$ cat src/wcg_pkg.sv
package wcg_pkg;

  localparam int unsigned MaxLength    = 4096;
  localparam int unsigned CoefFracBits = 15;

  localparam int unsigned IdxW   = 12;
  localparam int unsigned LenW   = 13;
  localparam int unsigned CoefW  = 16;
  localparam int unsigned DivW   = 12;
  localparam int unsigned PhaseW = 32;

  localparam int unsigned DivStepsPerStage = 4;
  localparam int unsigned DivStages        = PhaseW / DivStepsPerStage;

  localparam int unsigned HornerSteps = 6;
  localparam int unsigned CosLat      = 3 + 3 * HornerSteps + 2;
  localparam int unsigned MetaDepth   = DivStages + 1 + CosLat;

  localparam int unsigned QueueDepth = 4;
  localparam int unsigned QPtrW      = 2;

  localparam int unsigned RndSh = 30 - CoefFracBits;

  localparam logic [30:0] Q30One    = 31'h4000_0000;
  localparam logic [30:0] HalfPiQ30 = 31'd1686629713;
  localparam logic [29:0] KHalf     = 30'd536870912;
  localparam logic [29:0] K054      = 30'd579820585;
  localparam logic [29:0] K046      = 30'd493921239;
  localparam logic [29:0] K042      = 30'd450971566;
  localparam logic [29:0] K008      = 30'd85899346;

  // taylor divisors 2k(2k-1) for k = 7 down to 2
  localparam logic [7:0] HornerDiv [HornerSteps] = '{8'd182, 8'd132, 8'd90, 8'd56, 8'd30, 8'd12};

  typedef enum logic [1:0] {
    KindRect     = 2'd0,
    KindHann     = 2'd1,
    KindHamming  = 2'd2,
    KindBlackman = 2'd3
  } win_kind_e;

  typedef enum logic {
    RegKind   = 1'b0,
    RegLength = 1'b1
  } cfg_reg_e;

  typedef struct packed {
    win_kind_e         kind;
    logic              beyond;
    logic [IdxW-1:0]   idx;
    logic [DivW-1:0]   divisor;
  } item_t;

  typedef struct packed {
    logic      vld;
    win_kind_e kind;
    logic      beyond;
  } meta_t;

endpackage

$ cat src/wcg_front.sv
module wcg_front (
  input  logic                      clk_i,
  input  logic                      rst_ni,
  input  logic                      cfg_we_i,
  input  logic                      cfg_idx_i,
  input  logic [wcg_pkg::LenW-1:0]  cfg_wdata_i,
  input  logic                      in_vld_i,
  output logic                      in_rdy_o,
  input  logic [wcg_pkg::IdxW-1:0]  in_idx_i,
  input  logic                      full_i,
  output logic                      push_o,
  output wcg_pkg::item_t            item_o
);
  import wcg_pkg::*;

  win_kind_e       kind_q;
  logic [LenW-1:0] len_q;
  logic [LenW-1:0] len_eff;

  always_ff @(posedge clk_i or negedge rst_ni) begin
    if (!rst_ni) begin
      kind_q <= KindHann;
      len_q  <= LenW'(256);
    end else if (cfg_we_i) begin
      unique case (cfg_reg_e'(cfg_idx_i))
        RegKind:   kind_q <= win_kind_e'(cfg_wdata_i[1:0]);
        RegLength: len_q  <= cfg_wdata_i;
      endcase
    end
  end

  always_comb begin
    priority if (len_q < LenW'(2)) begin
      len_eff = LenW'(2);
    end else if (len_q > LenW'(MaxLength)) begin
      len_eff = LenW'(MaxLength);
    end else begin
      len_eff = len_q;
    end
  end

  assign in_rdy_o       = ~full_i;
  assign push_o         = in_vld_i & ~full_i;
  assign item_o.kind    = kind_q;
  assign item_o.beyond  = {1'b0, in_idx_i} >= len_eff;
  assign item_o.idx     = in_idx_i;
  assign item_o.divisor = DivW'(len_eff - LenW'(1));

endmodule

$ cat config.mk
export PLATFORM = sky130hd
export DESIGN_NAME = wcg_front
export DESIGN_NICKNAME = d
export VERILOG_FILES = /design/src/wcg_pkg.sv /design/src/wcg_front.sv
export SDC_FILE = /design/constraint.sdc
export NUM_CORES = 1
export LEC_CHECK = 0
export BUFFER_PORTS_ARGS = -buffer_cell sky130_fd_sc_hd__buf_4
export CORE_ASPECT_RATIO = 1.4
export CORE_MARGIN = 3
export CORE_UTILIZATION = 42
export CTS_BUF_LIST = sky130_fd_sc_hd__clkbuf_16
export DETAILED_ROUTE_END_ITERATION = 7
export MAX_ROUTING_LAYER = met4
export PLACE_DENSITY = 0.76
export SKIP_CTS_REPAIR_TIMING = 1
export SLEW_MARGIN = 20
export SYNTH_ARGS = -nofsm -noshare
export SYNTH_HDL_FRONTEND = slang
export SYNTH_SLANG_ARGS = --single-unit
export TNS_END_PERCENT = 5
$ cat constraint.sdc
create_clock -name clk_i -period 2.3 [get_ports clk_i]
set_input_delay 0.115 -clock clk_i [delete_from_list [all_inputs] [get_ports clk_i]]
set_output_delay 0.115 -clock clk_i [all_outputs]
set_load 0.03 [all_outputs]
==> results of run 1 <==
## synth_stat cells
library cell  instances  area [um^2]
a31oi_1               2         12.5
nand2_1              18         67.6
o21ai_2               1         8.76
nand2b_1              3         18.8
nand3b_1              2         15.0
or4_1                 1         7.51
xnor2_1               1         8.76
nor3b_1               1         7.51
or4_4                 2         22.5
or2_2                 2         12.5
a221o_1               1         10.0
nor4_1                4         25.0
nor2_1                4         15.0
inv_1                 5         18.8
ha_1                 13          163
o22a_1                1         8.76
mux2_2               16          180
a21o_1                5         37.5
o31ai_1               3         22.5
dfstp_2               2         52.6
and3_1                1         6.26
nor3_1                4         20.0
buf_1                 1         3.75
or3_1                 1         6.26
clkbuf_1              3         11.3
a21oi_1               5         25.0
dfrtp_1              13          325
buf_4                13         97.6
o21ai_0               7         35.0
nor2b_1               2         12.5
clkbuf_2              1         5.00
nand3_1               2         10.0
nand4_1               1         6.26
## routing by layer
layer  up-vias  wire length [um]  global-route usage, %
met5         -                 0                      -
met4         0                78                   8.52
met3         6               156                   1.25
met2        37              1840                   34.3
met1       596              1170                   20.3
li1        627                 -                      -
## path summary, 6_finish.rpt
kind,depth (start not counted),slack (ps),start,to
max,10,-620,len_q[5]$_DFFE_PN0P_,item_o[24]
min,2,100,cfg_wdata_i[4],len_q[4]$_DFFE_PN0P_
max reg2reg,2,1370,len_q[12]$_DFFE_PN0P_,len_q[12]$_DFFE_PN0P_
min reg2reg,1,530,kind_q[1]$_DFFE_PN0P_,kind_q[1]$_DFFE_PN0P_
max in group asynchronous,2,1810,rst_ni,kind_q[0]$_DFFE_PN1P_
min in group asynchronous,2,250,rst_ni,len_q[10]$_DFFE_PN0P_
## logic make-up after synthesis
logic type      Yosys count
flops                    15
buf+inv                  23
mux                      16
fa+ha+maj                13
xor+xnor                  1
simple gates             48
compound gates           25
## area by class of cell
type	count	area, um^2
Sequential cell	15	378
Clock buffer	3	75.1
Multi-Input combinational cell	103	856
Timing Repair Buffer	81	637
Clock inverter	1	3.75
Inverter	5	18.8
Fill cell	237	863
Tap cell	37	46.3
## sequential cells by signal, indices dropped and copies added, names as in the netlist
register	count
len_q	13
kind_q	2
## power groups by stage
stage          registers (mW)  logic, mW  clock network [mW]
5_1_grt                 0.339      0.837               0.349
6_report                0.333      0.770               0.326
3_5_place_dp            0.338      0.709                   0
4_1_cts                 0.334      0.710               0.334
3_3_place_gp            0.334      0.694                   0
2_1_floorplan           0.355      0.416                   0
## per-stage QoR
| step | hold slack (ps) | util [%] | power [mW] | setup slack [ps] | area (um^2) |
|---|---|---|---|---|---|
| 3_3_place_gp | -27.8 | 64.0 | 1.03 | -454 | 1840 |
| 4_1_cts | -282 | 66.7 | 1.38 | -752 | 1920 |
| 2_1_floorplan | -181 | - | 0.770 | -345 | 1320 |
| 5_1_grt | 104 | 70.0 | 1.52 | -735 | 2010 |
| 3_5_place_dp | -23.9 | 64.0 | 1.05 | -488 | 1840 |
| 6_report | 102 | 70.0 | 1.43 | -624 | 2010 |
==> flow_summary.ini, run 1 <==
[synthesis]
ys_seq_elements = 15
netlist_instances = 141
synth_compound_area_share_pct = 12.5
synth-seq-area-share_pct = 29.5
muxShareOfSynthArea_pct = 14.1
synth_top_family_by_area = simple AND/OR/NAND/NOR gates
netlist_area_mm2 = 0.00128
synth-xor-area-share_pct = 0.685
synth_cell_types = 33
yosys.area_share.simple_pct = 19.8
syn_avg_cell_area_um2 = 9.07
syn_nets = 185
synthAdderAreaFrac_pct = 12.7
yosys_warnings = 0

[power]
p_leak_nw = 0.969
intPower_uw = 900
p_sw_share_pct = 37.1
p_switching_uw = 530
seqPwrFrac_pct = 23.3
power.density_mw_per_mm2 = 710
clock_power_share_pct = 22.8
combPwrFrac_pct = 53.9
ir_worst_vdd_mv = 0.635

[sta]
max_freq_mhz = 342
fin_tns_setup_ps = -3100
fin_crit_sh_pct = 127
worst_pin_slew_ps = 508
min_period_ps = 2920
rsz0062_at_grt = true
setup_viol = 7
hold_viol_final = 0
setup_slack_ps = -624
slew_headroom_pct = 66.1
finalClockSkew_ps = 0
slew_viol_final = 0

[global_route]
grt_first_pass_wirelength_um = 5290
grtUsageTotal_pct = 18.9
grt_max_degree = 16
antenna_found_initial = 0
overflow = 0
grt_pass1_vias = 1299

[routing]
post_drt_wl_per_cell_um = 13.2
routed_wirelength_um = 3240
avgViaCountPerCell = 5.17
dr.pass1.iters = 4
drc = 0
antenna_left = 0
drtIter0Drc = 22
vias = 1266

[final_layout]
layout_commonest_cell = buf_4
final_nets = 253
layout-drive-gt1-share_pct = 57.2
area_growth_pct = 57.5
n_antenna_cell = 0
final-instance-count-excl-fill = 245
layout_common_cells = buf_4, nand2_1, mux2_2, dfrtp_1, ha_1

[die]
die_y_um = 71.3
start_util_pct = 44.4
die_w_um = 52.6
die-area_mm2 = 0.00375
rows = 23
core_mm2 = 0.00288
io-pin-count = 60

[place]
portBuffers = 59
hpwlAfterDp_um = 2720
place_congestion = 0.786
dp.cells = 240

[clock_tree]
tritoncts = yes
cts_made_buffers = 3
htree_levels = 1
cts.sinks = 15
clk_path_buf_depth = 2
clk_pin_slew_ps = 40
clock_latency_ps = 240
clockRootBuffer = clkbuf_16

[outcome]
status = finished, violations left
violations = setup timing

[setup_path]
path_class = flop to output pin
cp.required_ps = 2180
cp_num_buf_inv = 1
startpoint_type = flop
crit_family = simple AND/OR/NAND/NOR gates
crit_slowest_cell = or4_4
end_kind = output pin
cp_cell_sequence = or4_4 -> or4_4 -> nand2b_1 -> nand2_1 -> ha_1 -> nand2_1 -> o21ai_2 -> a31oi_4 -> o31ai_4 -> buf_6
crit_fanout = 4
critPathMaxStageDelay_ps = 540
critical_path_arrival_ps = 2810

[flow_run]
drv_cap = 0

[hold_path]
hold_path.class = input pin to flop
No activity file was read; power rests on OpenSTA's default activity.
==> inputs of run 2 (changes only) <==
SETUP_SLACK_MARGIN = 0.4   (was default)
==> flow_summary.ini, run 2 (synthesized netlist as in run 1, its figures left out) <==
[routing]
antenna_left = 0
vias = 1265
avgViaCountPerCell = 5.14
routed_wirelength_um = 3230
post_drt_wl_per_cell_um = 13.1
drtIter0Drc = 18
drc = 0
dr.pass1.iters = 4

[sta]
slew_viol_final = 0
fin_crit_sh_pct = 131
max_freq_mhz = 333
min_period_ps = 3010
hold_viol_final = 0
rsz0062_at_grt = true
whs_ps = 102
finalClockSkew_ps = 0
setup_viol = 7
slew_headroom_pct = 66.1
worst_pin_slew_ps = 508
setup_slack_ps = -707

[final_layout]
layout_commonest_cell = buf_4
fillers = 227
n_antenna_cell = 0
reg.largest.list = len_q x13, kind_q x2
final-instance-count-excl-fill = 246
layout-drive-gt1-share_pct = 57.9
top_register = len_q
largest_register_ffs = 13
final_nets = 254
multi_input_area_um2 = 857
design_area_mm2 = 0.00204
layout_common_cells = buf_4, nand2_1, mux2_2, dfrtp_1, ha_1
area_growth_pct = 59.4
regArea_um2 = 378

[place]
hpwlAfterDp_um = 2720
place_area_mm2 = 0.00184
dp.cells = 240
post-place-ws_ps = -488
portBuffers = 59
place_congestion = 0.786

[power]
intPower_uw = 906
p_sw_share_pct = 36.9
p_switching_uw = 530
combPwrFrac_pct = 54.1
clock_power_share_pct = 22.7
seqPwrFrac_pct = 23.2
ir_worst_vdd_mv = 0.635
power.density_mw_per_mm2 = 705
p_leak_nw = 0.986

[setup_path]
end_kind = output pin
startpoint_type = flop
r2r_slack_ps = 1360
critical_path_arrival_ps = 2890
r2r-end = len_q[12]$_DFFE_PN0P_
rr_worst_depth = 2
r2r-start = len_q[12]$_DFFE_PN0P_
cp.required_ps = 2180
path_class = flop to output pin
crit_fanout = 4

[global_route]
overflow = 0
grt_pass1_vias = 1299
grtUsageTotal_pct = 18.9
grt_first_pass_wirelength_um = 5290
grt_max_degree = 16
antenna_found_initial = 0

[clock_tree]
htree_levels = 1
tritoncts = yes
cts_made_buffers = 3
clk_path_buf_depth = 2
clock_latency_ps = 240
clockRootBuffer = clkbuf_16
clk_pin_slew_ps = 40
cts.sinks = 15

[die]
start_util_pct = 44.4
die_y_um = 71.3
core_mm2 = 0.00288
io-pin-count = 60
die-area_mm2 = 0.00375
die_w_um = 52.6
rows = 23

[hold_path]
hold_depth = 2
holdCritStartpoint = cfg_wdata_i[4]
holdPathEnd = len_q[4]$_DFFE_PN0P_
hold_path.class = input pin to flop

[flow_run]
drv_cap = 0

[outcome]
violations = setup timing
status = finished, violations left
[run 2: cell types whose count changed in the layout (fill, tap and decap cells not counted), sizes merged]
cell,delta
buf,+1
[run 2: worst max-delay path by stage]
stage,start,to,slack [ps]
2_1_floorplan,len_q[7]$_DFFE_PN0P_,item_o[24],-350
3_3_place_gp,len_q[8]$_DFFE_PN1P_,item_o[24],-450
3_5_place_dp,len_q[10]$_DFFE_PN0P_,item_o[24],-490
4_1_cts,len_q[10]$_DFFE_PN0P_,item_o[24],-750
5_1_grt,len_q[5]$_DFFE_PN0P_,item_o[24],-820
6_report,len_q[5]$_DFFE_PN0P_,item_o[24],-710
[run 2: routing by layer]
metal | vias up | GRT usage, % | part of all wire [%] | routed length [um]
li1 | 632 | - | - | -
met1 | 592 | 20.3 | 36 | 1170
met2 | 37 | 34.3 | 57 | 1840
met3 | 4 | 1.25 | 4.9 | 159
met4 | 0 | 8.52 | 1.9 | 60
met5 | - | - | 0 | 0
[run 2: final cells by class]
class,instances,share of cell area (%)
clock inverters,1,0.184
well taps,37,2.27
repair buffers,82,32.4
inverters,5,0.921
flip-flops and latches,15,18.5
clock buffers,3,3.68
multi-input cells,103,42.1
[run 2: through the flow]
stage	power [mW]	setup TNS, ps	utilization, %
final	1.44	-3200	70.8
after global routing	1.53	-3760	70.8
after CTS	1.38	-3780	66.7
after detailed placement	1.05	-1920	64.0
after global placement	1.03	-1690	64.0
after floorplan	0.770	-1480	-
[run 2: worst max-delay path, stage by stage, from the launching register on]
cell     delay [ps]
dfrtp_1         370
or4_4           530
or4_4           540
o21ai_2         130
nand2_1          70
ha_1            170
a221o_1         310
a31oi_1         180
buf_4           150
o31ai_4          50
buf_6           140
[run 2: power by group through the flow]
| stage | registers [mW] | logic, mW | clock network [mW] |
|---|---|---|---|
| floorplan | 0.355 | 0.416 | 0 |
| global route | 0.339 | 0.840 | 0.349 |
| detailed placement | 0.338 | 0.709 | 0 |
| finish | 0.334 | 0.777 | 0.326 |
| CTS | 0.334 | 0.710 | 0.334 |
| global placement | 0.334 | 0.694 | 0 |
