## src/wcg_pkg.sv

```systemverilog
package wcg_pkg;

  localparam int unsigned MaxLength    = 4096;
  localparam int unsigned CoefFracBits = 15;

  localparam int unsigned IdxW   = 12;
  localparam int unsigned LenW   = 13;
  localparam int unsigned CoefW  = 16;
  localparam int unsigned DivW   = 12;
  localparam int unsigned PhaseW = 32;

  localparam int unsigned DivStepsPerStage = 4;
  localparam int unsigned DivStages        = PhaseW / DivStepsPerStage;

  localparam int unsigned HornerSteps = 6;
  localparam int unsigned CosLat      = 3 + 3 * HornerSteps + 2;
  localparam int unsigned MetaDepth   = DivStages + 1 + CosLat;

  localparam int unsigned QueueDepth = 4;
  localparam int unsigned QPtrW      = 2;

  localparam int unsigned RndSh = 30 - CoefFracBits;

  localparam logic [30:0] Q30One    = 31'h4000_0000;
  localparam logic [30:0] HalfPiQ30 = 31'd1686629713;
  localparam logic [29:0] KHalf     = 30'd536870912;
  localparam logic [29:0] K054      = 30'd579820585;
  localparam logic [29:0] K046      = 30'd493921239;
  localparam logic [29:0] K042      = 30'd450971566;
  localparam logic [29:0] K008      = 30'd85899346;

  // taylor divisors 2k(2k-1) for k = 7 down to 2
  localparam logic [7:0] HornerDiv [HornerSteps] = '{8'd182, 8'd132, 8'd90, 8'd56, 8'd30, 8'd12};

  typedef enum logic [1:0] {
    KindRect     = 2'd0,
    KindHann     = 2'd1,
    KindHamming  = 2'd2,
    KindBlackman = 2'd3
  } win_kind_e;

  typedef enum logic {
    RegKind   = 1'b0,
    RegLength = 1'b1
  } cfg_reg_e;

  typedef struct packed {
    win_kind_e         kind;
    logic              beyond;
    logic [IdxW-1:0]   idx;
    logic [DivW-1:0]   divisor;
  } item_t;

  typedef struct packed {
    logic      vld;
    win_kind_e kind;
    logic      beyond;
  } meta_t;

endpackage

```

## src/wcg_fifo.sv

```systemverilog
module wcg_fifo (
  input  logic           clk_i,
  input  logic           rst_ni,
  input  logic           push_i,
  input  wcg_pkg::item_t item_i,
  output logic           full_o,
  input  logic           pop_i,
  output logic           vld_o,
  output wcg_pkg::item_t item_o
);
  import wcg_pkg::*;

  item_t            mem_q [QueueDepth];
  logic [QPtrW-1:0] wr_ptr_q;
  logic [QPtrW-1:0] rd_ptr_q;
  logic [QPtrW:0]   cnt_q;

  assign full_o = cnt_q == (QPtrW+1)'(QueueDepth);
  assign vld_o  = cnt_q != '0;
  assign item_o = mem_q[rd_ptr_q];

  always_ff @(posedge clk_i) begin
    if (push_i) begin
      mem_q[wr_ptr_q] <= item_i;
    end
  end

  always_ff @(posedge clk_i or negedge rst_ni) begin
    if (!rst_ni) begin
      wr_ptr_q <= '0;
      rd_ptr_q <= '0;
      cnt_q    <= '0;
    end else begin
      if (push_i) begin
        wr_ptr_q <= wr_ptr_q + QPtrW'(1);
      end
      if (pop_i) begin
        rd_ptr_q <= rd_ptr_q + QPtrW'(1);
      end
      cnt_q <= cnt_q + (QPtrW+1)'(push_i) - (QPtrW+1)'(pop_i);
    end
  end

endmodule

```

## config.mk

```make
export PLATFORM = sky130hd
export DESIGN_NAME = wcg_fifo
export DESIGN_NICKNAME = d
export VERILOG_FILES = /design/src/wcg_pkg.sv /design/src/wcg_fifo.sv
export SDC_FILE = /design/constraint.sdc
export NUM_CORES = 1
export LEC_CHECK = 0
export CAP_MARGIN = 20
export CORE_MARGIN = 2
export CORE_UTILIZATION = 45
export CTS_CLUSTER_DIAMETER = 40
export DETAILED_ROUTE_END_ITERATION = 8
export DONT_BUFFER_PORTS = 1
export MAX_ROUTING_LAYER = met4
export PLACE_DENSITY = 0.66
export SLEW_MARGIN = 40
export SYNTH_ARGS = -nofsm -noshare
export SYNTH_HDL_FRONTEND = slang
export SYNTH_SLANG_ARGS = --single-unit
```

## constraint.sdc

```tcl
create_clock -name clk_i -period 2.42 [get_ports clk_i]
set_input_delay 0.121 -clock clk_i [delete_from_list [all_inputs] [get_ports clk_i]]
set_output_delay 0.121 -clock clk_i [all_outputs]
set_load 0.05 [all_outputs]
```

==> out/summary.log, run 1 <==
[critical_path] Worst Setup End Kind output pin
[die] overall die area 10300 um^2
[global_routing] combined global-route utilization of all metal layers 0.160
[clocking] clk_lat worst skew 0.50 ns
[die] number of core rows 35
[final_layout] Antenna Cells 0
[clocking] CTS buffer count 17
[placed_design] Final Wtd Congestion 0.812
[status] run status complete, no violations
[final_layout] # fillers 649
[synth] mean instance size in the synthesized netlist 24.5 um^2
[routing] total number of vias 1915
[sta] headroom to the max-slew limit 0.665
[critical_path] number of gates on the worst path with buffers counted 2
[critical_path] launching instance or port of the critical path rd_ptr_q[0]
[clocking] maximum count of clock buffers along a single path 2
[clocking] Sinks on Clock Net 115
[sta] count of final hold-check violations 0
[critical_path] maximum fanout encountered on the critical timing path 15
[clocking] H-tree Lvls 4
[synth] Post-Synthesis Cell Area 4300 um^2
[sta] Post-Route Setup TNS 0 ns
[synth] Post-Syn Nets 213
[flow_run] number of max-cap violations 0
[routing] total wirelength of the detailed-routed design 7310 um
[routing] DR pass1 iterations 4
[sta] share of the cycle needed by the critical path after routing 0.935
[routing] number of nets still failing antenna checks after routing 0
[routing] post-detailed-route DRC marker count 0
[routing] drt first-iter violations 90
[synth] Post-Synthesis Cells 175
[global_routing] number of antenna violations at the first check in global routing 0
[global_routing] Remaining Overflow, GRT 0
[critical_path] worst reg-to-reg setup slack 0.71 ns
[final_layout] share of cells above drive strength 1 0.276
[critical_path] Critical Path Start Type flop
[die] placeable core region 9240 um^2
[routing] vias per cell 5.15
[sta] Max Fclk 442 MHz
[min_path] class of the tightest hold or removal check primary input to flop
[synth] cells taking the most area after synthesis sky130_fd_sc_hd__edfxtp_1 76%, sky130_fd_sc_hd__mux4_2 14%, sky130_fd_sc_hd__dfrtp_1 4.1%
[sta] setup-violating endpoint count in the final report 0
[die] height of the chip 102 um
[critical_path] CP arrival 2.14 ns
[critical_path] cell family contributing the most delay on the critical path multiplexers
[clocking] Clock transition at path regs 0.05 ns
[global_routing] pin count of the biggest net entering global routing 19
[sta] final worst path period need 2.26 ns
[critical_path] delay of the slowest cell on the worst path 0.69 ns
[critical_path] library cell contributing the largest single delay on the critical path sky130_fd_sc_hd__mux4_2
[die] top-level port count 60
[global_routing] first-pass GRT wire length 11200 um
[routing] mean routed wirelength per cell 19.6 um
[critical_path] Cell Chain, Critical Path buf_4, mux4_2
[sta] setup repair after global routing missed its margin false
[sta] Worst Hold Slack 0.0734 ns
[clocking] CTS Root Cell sky130_fd_sc_hd__clkbuf_8
[synth] #FFs+latches synth 115
[synth] top-area cell type share of the netlist area 0.755
[final_layout] footprint of the multi-input gates 801 um^2
[sta] max-slew violations 0
[final_layout] Area Overhead vs Synth 26.0%
[critical_path] startpoint-to-endpoint class of the critical path flop to output pin
[sta] pin slew with the least headroom to its limit 0.504 ns
[critical_path] crit path capture item_o[7]
[critical_path] reg-to-reg startpoint cnt_q[0]
[final_layout] post-layout net count 269
[clocking] clock tree from TritonCTS built
[synth] Yosys warning count 0
[global_routing] via count of the first global-routing pass 2085
[sta] setup skew after layout 0.00390 ns
[placed_design] number of port buffers 0
[synth] number of different library cells in the post-synthesis netlist 18
[critical_path] critical path required time 2.30 ns
[placed_design] post-DP HPWL 4740 um
[clocking] postcts setup bufs 0
[pwr] cell area power density 1440 nW/um^2
[synth] largest area contributor in the netlist sky130_fd_sc_hd__edfxtp_1
[die] horizontal die dimension 102 um
[pwr] Static Leak 0.00186 uW
[die] initial core utilization 0.465
[synth] register area share after synthesis 0.796
[critical_path] FF-to-FF End cnt_q[2]
[pwr] largest vdd supply drop 729 uV
[critical_path] worst reg2reg path depth 7
[final_layout] register cell area after layout 3420 um^2
[critical_path] worst path bufs/invs 1
==> final cells by class <==
cell class,count,share of cell area
Timing Repair Buffer,43,0.0740
Multi-Input combinational cell,48,0.148
Clock buffer,18,0.0772
Clock inverter,13,0.0351
Tap cell,129,0.0298
Sequential cell,115,0.632
Inverter,6,0.00416
==> power by group <==
group          switching (uW)  total (uW)  internal (uW)
Sequential                201        2820           2620
Combinational            1760        2470            709
Clock                     778        2530           1750
Total                    2740        7820           5080
==> kinds of logic after synthesis <==
logic type | after synthesis | synth area share
AO/OA/AOI/OAI | 1 | 0.00116
XOR/XNOR | 5 | 0.0102
adder cells (fa/ha/maj) | 7 | 0.0221
buffers and inverters | 12 | 0.0178
flip-flops | 115 | 0.796
multiplexers | 27 | 0.142
AND/OR/NAND/NOR | 8 | 0.0105
==> worst min-delay path: stages <==
cell and delay (ns):
sky130_fd_sc_hd__ha_1 0.17, sky130_fd_sc_hd__inv_1 0.07, sky130_fd_sc_hd__fa_1 0.17
==> how the worst min path moves through the flow <==
stage                     startpoint  endpoint  slack (ns)  cells after the start
after floorplan               rst_ni  cnt_q[0]       -0.17                      0
after global placement        rst_ni  cnt_q[0]       -0.17                      0
after detailed placement      rst_ni  cnt_q[1]       -0.17                      0
after CTS                      pop_i  cnt_q[0]        0.02                      3
after global routing           pop_i  cnt_q[0]        0.06                      3
final                          pop_i  cnt_q[1]        0.07                      3
==> per-stage QoR <==
stage	util	total power, uW	instances	area, um^2	setup slack [ns]
floorplan	-	4960	175	4300	0.736
global placement	0.486	5180	310	4490	0.665
detailed placement	0.486	5290	310	4490	0.634
CTS	0.586	7910	372	5410	0.0921
global route	0.586	8120	372	5410	0.0293
finish	0.586	7820	372	5410	0.156
==> timing repair <==
item / in CTS / in global routing
hold buffers: 31 / 0
resized for setup: 0 / 0
hold endpoints to repair: 121 / 0
==> sequential cells by signal (all words and copies together) (netlist names) <==
name,flops
wr_ptr_q,2
rd_ptr_q,2
mem_q,108
cnt_q,3
==> cell usage in the layout, fill, tap and decap left out <==
master                          count
sky130_fd_sc_hd__bufinv_16          5
sky130_fd_sc_hd__clkinv_2           5
sky130_fd_sc_hd__clkinv_1           2
sky130_fd_sc_hd__clkbuf_1           1
sky130_fd_sc_hd__dfrtp_1            6
sky130_fd_sc_hd__clkinvlp_4         1
sky130_fd_sc_hd__and3_1             1
sky130_fd_sc_hd__nand2_1            2
sky130_fd_sc_hd__and2_1             4
sky130_fd_sc_hd__clkbuf_16         16
sky130_fd_sc_hd__ha_1               6
sky130_fd_sc_hd__dlygate4sd3_1     31
sky130_fd_sc_hd__mux4_1             1
sky130_fd_sc_hd__inv_1              6
sky130_fd_sc_hd__mux4_2            26
sky130_fd_sc_hd__xor2_1             3
sky130_fd_sc_hd__clkbuf_8           1
sky130_fd_sc_hd__fa_1               1
sky130_fd_sc_hd__dfrtp_2            1
sky130_fd_sc_hd__edfxtp_1         108
sky130_fd_sc_hd__buf_4             12
sky130_fd_sc_hd__o21ai_0            1
sky130_fd_sc_hd__or3_1              1
sky130_fd_sc_hd__xnor2_1            2
==> per-layer routing <==
metal,GRT usage,up-vias,wire [um]
li1,-,839,-
met1,0.179,1000,2810
met5,-,-,0
met3,0.0531,13,417
met2,0.259,63,3940
met4,0.0780,0,142
==> synthesized netlist by cell type, drive strengths merged <==
| cell type | instances |
|---|---|
| and2 | 4 |
| and3 | 1 |
| buf | 6 |
| dfrtp | 7 |
| edfxtp | 108 |
| fa | 1 |
| ha | 6 |
| inv | 6 |
| mux4 | 27 |
| nand2 | 2 |
| o21ai | 1 |
| or3 | 1 |
| xnor2 | 2 |
| xor2 | 3 |
Note: power is estimated with default switching activity, not from simulation.
==> run 2: changes to the inputs <==
--- a/config.mk
+++ b/config.mk
@@ -11,6 +11,7 @@
 export CTS_CLUSTER_DIAMETER = 40
 export DETAILED_ROUTE_END_ITERATION = 8
 export DONT_BUFFER_PORTS = 1
+export GPL_TIMING_DRIVEN = 0
 export MAX_ROUTING_LAYER = met4
 export PLACE_DENSITY = 0.66
 export SLEW_MARGIN = 40
==> out/summary.log, run 2 (synthesized netlist as in run 1, its figures left out) <==
[final_layout] most common cell after layout, fill and taps aside sky130_fd_sc_hd__edfxtp_1
[final_layout] highest-count cells in the layout ignoring fill and taps 108 x sky130_fd_sc_hd__edfxtp_1, 31 x sky130_fd_sc_hd__dlygate4sd3_1, 26 x sky130_fd_sc_hd__mux4_2, 16 x sky130_fd_sc_hd__clkbuf_16
[routing] DR pass1 iterations 4
[global_routing] first-pass GRT wire length 11400 um
[final_layout] post-layout net count 263
[sta] pin slew with the least headroom to its limit 0.780 ns
[die] horizontal die dimension 102 um
[final_layout] largest register by flop count mem_q
[placed_design] post-DP HPWL 4380 um
[clocking] clock tree from TritonCTS built
[flow_run] number of max-cap violations 0
[critical_path] delay of the slowest cell on the worst path 0.53 ns
[sta] Worst Hold Slack 0.0257 ns
[routing] post-detailed-route DRC marker count 0
[global_routing] number of antenna violations at the first check in global routing 0
[critical_path] Cell Chain, Critical Path buf_2, buf_2, mux4_2
[sta] setup skew after layout 0.00576 ns
[final_layout] area of all placed cells without fillers 5450 um^2
[sta] Max Fclk 485 MHz
[sta] setup repair after global routing missed its margin false
[critical_path] crit path capture item_o[19]
[critical_path] Worst Setup End Kind output pin
[final_layout] registers with the most flip-flops mem_q (108), cnt_q (3)
[sta] setup-violating endpoint count in the final report 0
[final_layout] Antenna Cells 0
[routing] mean routed wirelength per cell 20.2 um
[pwr] cell area power density 1490 nW/um^2
[global_routing] combined global-route utilization of all metal layers 0.164
[status] run status complete, no violations
[critical_path] startpoint-to-endpoint class of the critical path flop to output pin
[critical_path] critical path required time 2.30 ns
[critical_path] maximum fanout encountered on the critical timing path 10
[clocking] Sinks on Clock Net 115
[pwr] share of power burned in the clock network 0.345
[global_routing] pin count of the biggest net entering global routing 28
[clocking] postcts setup bufs 0
[sta] final setup margin 0.360 ns
[pwr] internal portion of total power 5310 uW
[clocking] clk_lat worst skew 0.50 ns
[global_routing] met3 track utilization from global routing 0.0531
[critical_path] CP arrival 1.94 ns
[sta] headroom to the max-slew limit 0.480
[routing] vias per cell 5.10
[placed_design] Final Wtd Congestion 0.707
[sta] max-slew violations 0
[die] placeable core region 9240 um^2
[routing] drt first-iter violations 78
[pwr] sw frac 0.348
[die] height of the chip 102 um
[critical_path] launching instance or port of the critical path rd_ptr_q[1]
[final_layout] max FFs per register 108
[pwr] fraction of power consumed by sequential logic 0.337
[die] overall die area 10300 um^2
[pwr] largest vdd supply drop 896 uV
[min_path] number of cells on the worst hold path 3
[pwr] Static Leak 0.00186 uW
[routing] total wirelength of the detailed-routed design 7400 um
[pwr] combinational power share 0.317
[critical_path] worst reg-to-reg setup slack 0.69 ns
[sta] final worst path period need 2.06 ns
[placed_design] placed standard-cell area 4460 um^2
[clocking] Clock transition at path regs 0.05 ns
[sta] Post-Route Setup TNS 0 ns
[clocking] H-tree Lvls 4
[global_routing] met2 demand-to-capacity share in global routing 0.264
[critical_path] library cell contributing the largest single delay on the critical path sky130_fd_sc_hd__mux4_2
[die] initial core utilization 0.465
[critical_path] worst reg2reg path depth 7
[die] top-level port count 60
[global_routing] via count of the first global-routing pass 2042
[final_layout] share of cells above drive strength 1 0.277
[critical_path] reg-to-reg startpoint cnt_q[0]
[sta] share of the cycle needed by the critical path after routing 0.851
[global_routing] global routing's busiest layer met2
[clocking] maximum count of clock buffers along a single path 2
[pwr] Switch Pwr 2830 uW
[global_routing] Remaining Overflow, GRT 0
[routing] total number of vias 1873
[placed_design] number of port buffers 0
[routing] number of nets still failing antenna checks after routing 0
[final_layout] Area Overhead vs Synth 26.8%
[clocking] CTS Root Cell sky130_fd_sc_hd__clkbuf_8
[critical_path] Critical Path Start Type flop
[global_routing] global routing met1 resource utilization 0.188
[die] number of core rows 35
[clocking] CTS buffer count 17
[placed_design] worst setup slack before clock tree synthesis 0.687 ns
[min_path] class of the tightest hold or removal check primary input to flop
[critical_path] most frequent CP cell sky130_fd_sc_hd__buf_2
[critical_path] FF-to-FF End cnt_q[2]
[sta] count of final hold-check violations 0
==> run 2: cell types whose count changed in the layout (fill, tap and decap cells not counted), sizes merged <==
cell      before  now
clkinvlp       1    2
bufinv         5    7
inv            6    7
clkbuf        18   17
clkinv         7    5
buf           12    6
==> run 2: how the worst min path moves through the flow <==
stage            from       end  slack, ns
2_1_floorplan  rst_ni  cnt_q[0]      -0.17
3_3_place_gp   rst_ni  cnt_q[0]      -0.17
3_5_place_dp   rst_ni  cnt_q[0]      -0.17
4_1_cts         pop_i  cnt_q[0]      0.008
5_1_grt         pop_i  cnt_q[0]       0.04
6_report        pop_i  cnt_q[0]       0.03
==> run 2: stage by stage <==
step	instances	power [uW]	utilization
after floorplan	175	4960	-
after global placement	304	5240	0.482
after detailed placement	304	5340	0.483
after CTS	367	8220	0.589
after global routing	367	8430	0.589
final	367	8140	0.589
==> run 2: metal layers <==
layer | up-vias | part of all wire
met2 | 56 | 0.54
met3 | 9 | 0.042
met4 | 0 | 0.014
met5 | - | 0
met1 | 976 | 0.40
li1 | 832 | -
==> run 2: worst max-delay path, delay by kind of cell, from the launching register on <==
kind	cells	cell delay [ns]
buf+inv	2	0.58
flops	1	0.31
mux	1	0.53
==> run 2: area by class of cell <==
type | instances | area (um^2)
Sequential cell | 115 | 3420
Fill cell | 656 | 3790
Clock buffer | 17 | 414
Buffer | 6 | 53.8
Timing Repair Buffer | 31 | 310
Tap cell | 129 | 161
Inverter | 6 | 22.5
Clock inverter | 15 | 260
Multi-Input combinational cell | 48 | 806
==> run 2: repair_timing <==
item,CTS,global route
endpoints found under the hold margin,121,0
hold buffers,31,0
resized for setup,0,0
==> run 2: power groups by stage <==
| stage | clock network [uW] | logic, uW | registers [uW] |
|---|---|---|---|
| after floorplan | 0 | 2220 | 2730 |
| after global placement | 0 | 2480 | 2760 |
| after detailed placement | 0 | 2560 | 2780 |
| after CTS | 2840 | 2630 | 2750 |
| after global routing | 2940 | 2720 | 2780 |
| final | 2810 | 2580 | 2740 |
